**config.mk**
```make
export PLATFORM = sky130hd
export DESIGN_NAME = lpi_queue
export DESIGN_NICKNAME = d
export VERILOG_FILES = /design/src/lpi_pkg.sv /design/src/lpi_queue.sv
export SDC_FILE = /design/constraint.sdc
export NUM_CORES = 1
export LEC_CHECK = 0
export BUFFER_PORTS_ARGS = -buffer_cell sky130_fd_sc_hd__buf_2
export CORE_MARGIN = 8
export CORE_UTILIZATION = 51
export DETAILED_ROUTE_END_ITERATION = 7
export PLACE_DENSITY = 0.76
export SLEW_MARGIN = 20
export SYNTH_ARGS = -nofsm -noshare
export SYNTH_HDL_FRONTEND = slang
export SYNTH_SLANG_ARGS = --single-unit
```
**constraint.sdc**
```tcl
create_clock -name i_clk -period 11.6 [get_ports i_clk]
set_clock_uncertainty 0.1 [all_clocks]
set_input_delay 2.32 -clock i_clk [delete_from_list [all_inputs] [get_ports i_clk]]
set_output_delay 2.32 -clock i_clk [all_outputs]
set_load 0.02 [all_outputs]
```
**src/lpi_pkg.sv**
```systemverilog
// ----------------------------------------------------------------------------
// lpi_pkg
// Widths, status codes, register indexes and the item types shared by the
// line / plane intersection unit.
// ----------------------------------------------------------------------------
package lpi_pkg;

    localparam int CW      = 32;           // coordinate width, signed Q16.16
    localparam int TOL_W   = 17;           // tolerance register width
    localparam int DIFF_W  = CW + 1;       // P - L
    localparam int NPROD_W = 2 * CW + 1;   // n * (P - L)
    localparam int NUM_W   = 2 * CW + 3;   // sum of three numerator terms
    localparam int DPROD_W = 2 * CW;       // d * n
    localparam int DEN_W   = 2 * CW + 2;   // sum of three divisor terms
    localparam int ADEN_W  = 2 * CW;       // divisor magnitude
    localparam int ANUM_W  = 2 * CW + 1;   // numerator magnitude
    localparam int ALO_W   = (ANUM_W + 1) / 2;
    localparam int AHI_W   = ANUM_W - ALO_W;
    localparam int N_W     = 3 * CW + 2;   // dividend 2*|num|*|d| + den
    localparam int QB      = CW + 1;       // quotient bits below the overflow bit
    localparam int SEG_W   = 2 * CW + 22;  // segment bound terms
    localparam int QD      = 4;            // job queue depth
    localparam int QA_W    = $clog2(QD);

    localparam logic [2:0] ST_OK       = 3'd0;
    localparam logic [2:0] ST_NULL_NRM = 3'd1;
    localparam logic [2:0] ST_NULL_DIR = 3'd2;
    localparam logic [2:0] ST_PARALLEL = 3'd3;
    localparam logic [2:0] ST_OUTSIDE  = 3'd4;
    localparam logic [2:0] ST_SAT      = 3'd5;

    localparam logic CFG_SEGMENT = 1'b0;
    localparam logic CFG_TOL     = 1'b1;

    typedef logic [2:0][CW-1:0] t_vec;

    typedef struct packed {
        logic             segment;
        logic [TOL_W-1:0] tol;
    } t_cfg;

    // classified job handed from the front to the back
    typedef struct packed {
        logic [2:0]        status;
        logic              nneg;
        logic [ANUM_W-1:0] anum;
        logic [ADEN_W-1:0] aden;
        t_vec              l;
        t_vec              dmag;
        logic [2:0]        dneg;
    } t_job;

    // one divider stage, three lanes
    typedef struct packed {
        logic [2:0]          status;
        logic [ADEN_W:0]     dvs;
        logic [2:0][N_W-1:0] rem;
        logic [2:0][QB:0]    q;
        t_vec                l;
        logic [2:0]          neg;
    } t_div;

    function automatic logic [CW-1:0] f_mag(input logic [CW-1:0] v);
        return v[CW-1] ? (~v + 1'b1) : v;
    endfunction

endpackage

```
**src/lpi_queue.sv**
```systemverilog
// ----------------------------------------------------------------------------
// lpi_queue
// Short job queue between the front and the back.
// ----------------------------------------------------------------------------
module lpi_queue (
    input  logic          i_clk,
    input  logic          i_rst_n,
    input  logic          i_push,
    input  lpi_pkg::t_job i_data,
    output logic          o_full,
    input  logic          i_pop,
    output logic          o_empty,
    output lpi_pkg::t_job o_data
);
    import lpi_pkg::*;

    t_job            r_mem [QD];
    logic [QA_W-1:0] r_wr, r_rd;
    logic [QA_W:0]   r_cnt;
    logic            do_push, do_pop;

    assign o_full  = (r_cnt == (QA_W+1)'(QD));
    assign o_empty = (r_cnt == '0);
    assign o_data  = r_mem[r_rd];
    assign do_push = i_push && !o_full;
    assign do_pop  = i_pop && !o_empty;

    always_ff @(posedge i_clk) begin
        if (!i_rst_n) begin
            r_wr  <= '0;
            r_rd  <= '0;
            r_cnt <= '0;
        end else begin
            if (do_push) r_wr <= r_wr + 1'b1;
            if (do_pop)  r_rd <= r_rd + 1'b1;
            r_cnt <= r_cnt + (QA_W+1)'(do_push) - (QA_W+1)'(do_pop);
        end
    end

    always_ff @(posedge i_clk) begin
        if (do_push) r_mem[r_wr] <= i_data;
    end

endmodule

```
==> results.py <==
metrics = {
    "global_routing": {
        "grt_pass1_wl_mm": 148.6,
        "grt_pass1_vias": 23164,
        "track_usage_pct": 19.13,
        "grt_max_degree": 164,
        "grt_overflow": 0,
        "antenna_found_initial": 27,
    },
    "synth": {
        "synth_seq_cells": 1321,
        "synth_compound_area_share_pct": 0.04676,
        "netlist.top_cell.by_area": "edfxtp_1",
        "netlist_instances": 1764,
        "synthAdderAreaFrac_pct": 0.1974,
        "synth-xor-area-share_pct": 0.03637,
        "yosys_warnings": 0,
        "yosys.area_share.simple_pct": 0.2260,
        "avgSynthCellArea_um2": 27.30,
        "synthesis.area_mm2": 0.04816,
        "synth_fp_nets": 2103,
        "synth_area_leaders": "edfxtp_1 (82%), mux4_2 (15%), buf_12 (1.5%)",
        "synth.distinct_cells": 22,
        "synth_mux_area_share_pct": 15.38,
        "synth_seq_area_share_pct": 82.18,
        "synth_top_family_by_area": "multiplexers",
        "synth_top_area_share_pct": 81.80,
    },
    "die": {
        "rows": 112,
        "die_w_um": 323.3,
        "pin_count": 662,
        "start_util_pct": 51.53,
        "die_y_um": 323.3,
        "die-area_mm2": 0.1045,
        "core-area_mm2": 0.09347,
    },
    "clocking": {
        "cts_tree": "built",
        "h-tree-depth": 4,
        "clk_path_buf_depth": 3,
        "clk_pin_slew_worst_paths_ns": 0.06,
        "ctsResizeCount": 0,
        "root_buffer": "clkbuf_16",
        "post_cts.repair.setup_buffers": 0,
        "cts_inserted_buffers": 134,
        "clkSinkCount": 1321,
        "cts_hold_buf": 0,
        "clock_latency_ns": 0.72,
    },
    "route": {
        "drc_errors": 0,
        "routed_wl_mm": 102.4,
        "wl_per_cell_um": 26.44,
        "drt_iter0_drc": 1816,
        "num_vias": 21659,
        "first_pass_iters": 5,
        "ant_nets": 0,
        "vias_per_cell": 5.591,
    },
    "cells_and_area": {
        "drive_gt1_share_pct": 46.12,
        "fillers": 6316,
        "fin_area_mm2": 0.05675,
        "syn_to_final_growth_pct": 17.83,
        "postLayoutCoreUtil_pct": 60.72,
        "finalNetCount": 2847,
        "final_cells": 3874,
    },
    "hold_path": {
        "hp-class": "reg -> reg",
        "min_delay_path_depth": 2,
    },
    "timing": {
        "slew_headroom_pct": 18.29,
        "min_period_ns": 5.877,
        "hold_ws_ns": 0.3972,
        "tns_ns": 0,
        "fmax_mhz": 170.1,
        "setup_viol": 0,
        "finalMaxSlewViolations": 0,
        "post-route-period-util_pct": 50.67,
        "hold_violations": 0,
        "rsz0062_at_grt": "false",
        "worst_pin_slew_ns": 1.226,
    },
    "placed_design": {
        "port_buffers": 661,
        "placed_area_mm2": 0.05237,
        "gp_congestion": 0.7652,
        "placed_cells": 3622,
        "place_hpwl_mm": 62.36,
    },
    "critical_path": {
        "worstSetupEndpointType": "primary output",
        "r2r_cells": 5,
        "start_kind": "flop",
        "path_max_fanout": 112,
        "slowest_delay_ns": 0.75,
        "required_ns": 9.18,
        "cp_slowest_cell": "dfxtp_4",
        "cp.arrival_ns": 3.46,
        "path_class": "reg -> out",
        "crit_chain": "buf_12, buf_12, mux4_2, buf_2",
        "worst_path_most_repeated_cell": "buf_12",
    },
    "power_and_ir_drop": {
        "p_leak_uw": 0.01877,
        "power_density_mw_per_mm2": 228.8,
        "ir_drop_mv": 0.1665,
    },
    "status": {
        "status": "complete, no violations",
    },
    "run": {
        "cap_violations": 0,
    },
}
kinds of logic (layout without fill, tap and decap cells):
| logic type | count (synthesis) | count (layout) |
|---|---|---|
| other | 0 | 18 |
| adders and majority gates | 7 | 7 |
| and+or+nand+nor | 19 | 19 |
| xor gates and xnor gates | 2 | 2 |
| buffers and inverters | 81 | 919 |
| AOI/OAI and AO/OA | 4 | 4 |
| DFF | 1321 | 1321 |
| muxes | 330 | 330 |
Yosys cell counts (all sizes together):
cell type / instances
xnor2: 2
and2: 7
inv: 6
edfxtp: 1312
a21boi: 1
mux4: 328
nor3: 1
o21ai: 3
nand2: 6
or3: 1
dfxtp: 9
nor3b: 1
buf: 70
mux2i: 2
clkbuf: 5
fa: 1
or4bb: 1
ha: 6
nor2b: 2
through the flow:
stage / power [uW] / worst slack, ns
floorplan: 8259 / 0.6388
global placement: 8909 / 5.416
detailed placement: 8974 / 5.343
CTS: 13130 / 5.412
global route: 13460 / 5.406
finish: 12990 / 5.723
layer usage:
layer / wire, um / track usage [%] / vias to the layer above
li1: - / - / 9193
met4: 3177 / 6.575 / 20
met2: 54360 / 33.29 / 821
met5: 118 / 0 / -
met1: 36610 / 22.48 / 11447
met3: 8172 / 6.104 / 178
sequential cells by signal (all words and copies together) (netlist names), named ones only:
| signal | cells |
|---|---|
| r_cnt | 3 |
| r_mem | 1312 |
| r_rd | 2 |
| r_wr | 2 |
worst max-delay path, delay by kind of cell, from the launching register on:
family                 cells  cell delay (ns)
flip-flops                 1             0.75
multiplexers               1             0.63
buffers and inverters      3             1.04
layout make-up:
type / count / area [um^2] / share of cell area [%]
Multi-Input combinational cell: 362 / 7661 / 13.50
Sequential cell: 1321 / 39590 / 69.75
Clock inverter: 73 / 706.9 / 1.246
Timing Repair Buffer: 683 / 3637 / 6.409
Inverter: 6 / 22.52 / 0.03968
Clock buffer: 157 / 3525 / 6.211
Tap cell: 1254 / 1569 / 2.765
Antenna cell: 18 / 45.04 / 0.07937
worst paths after layout:
| path | start | endpoint | slack (ns) |
|---|---|---|---|
| setup / recovery | flop | o_data[31] | 5.72 |
| hold / removal | r_rd[0]$_SDFFE_PN0P_ | flop | 0.40 |
| setup reg to reg | r_cnt[2]$_SDFF_PN0_ | r_mem[0][226]$_DFFE_PP_ | 7.30 |
| hold reg to reg | r_rd[0]$_SDFFE_PN0P_ | flop | 0.40 |
cell usage in the layout, fill, tap and decap left out, types with 6 or more instances in the layout:
| cell | netlist | routed |
|---|---|---|
| buf_12 | 35 | 8 |
| buf_2 | 33 | 661 |
| buf_4 | 0 | 10 |
| bufinv_16 | 0 | 11 |
| clkbuf_1 | 5 | 19 |
| clkbuf_16 | 0 | 138 |
| clkinv_1 | 0 | 28 |
| clkinv_2 | 0 | 16 |
| dfxtp_1 | 9 | 7 |
| diode_2 | 0 | 18 |
| edfxtp_1 | 1312 | 1312 |
| ha_1 | 6 | 6 |
| inv_1 | 6 | 6 |
| mux4_2 | 328 | 328 |
| nand2_1 | 6 | 6 |
where the power goes:
group	internal (uW)	switching (uW)	leakage, uW
sequential	5800	141	0.0121
combinational	1140	1770	0.00462
clock	2420	1720	0.00206
(Power assumes the default switching activity.)
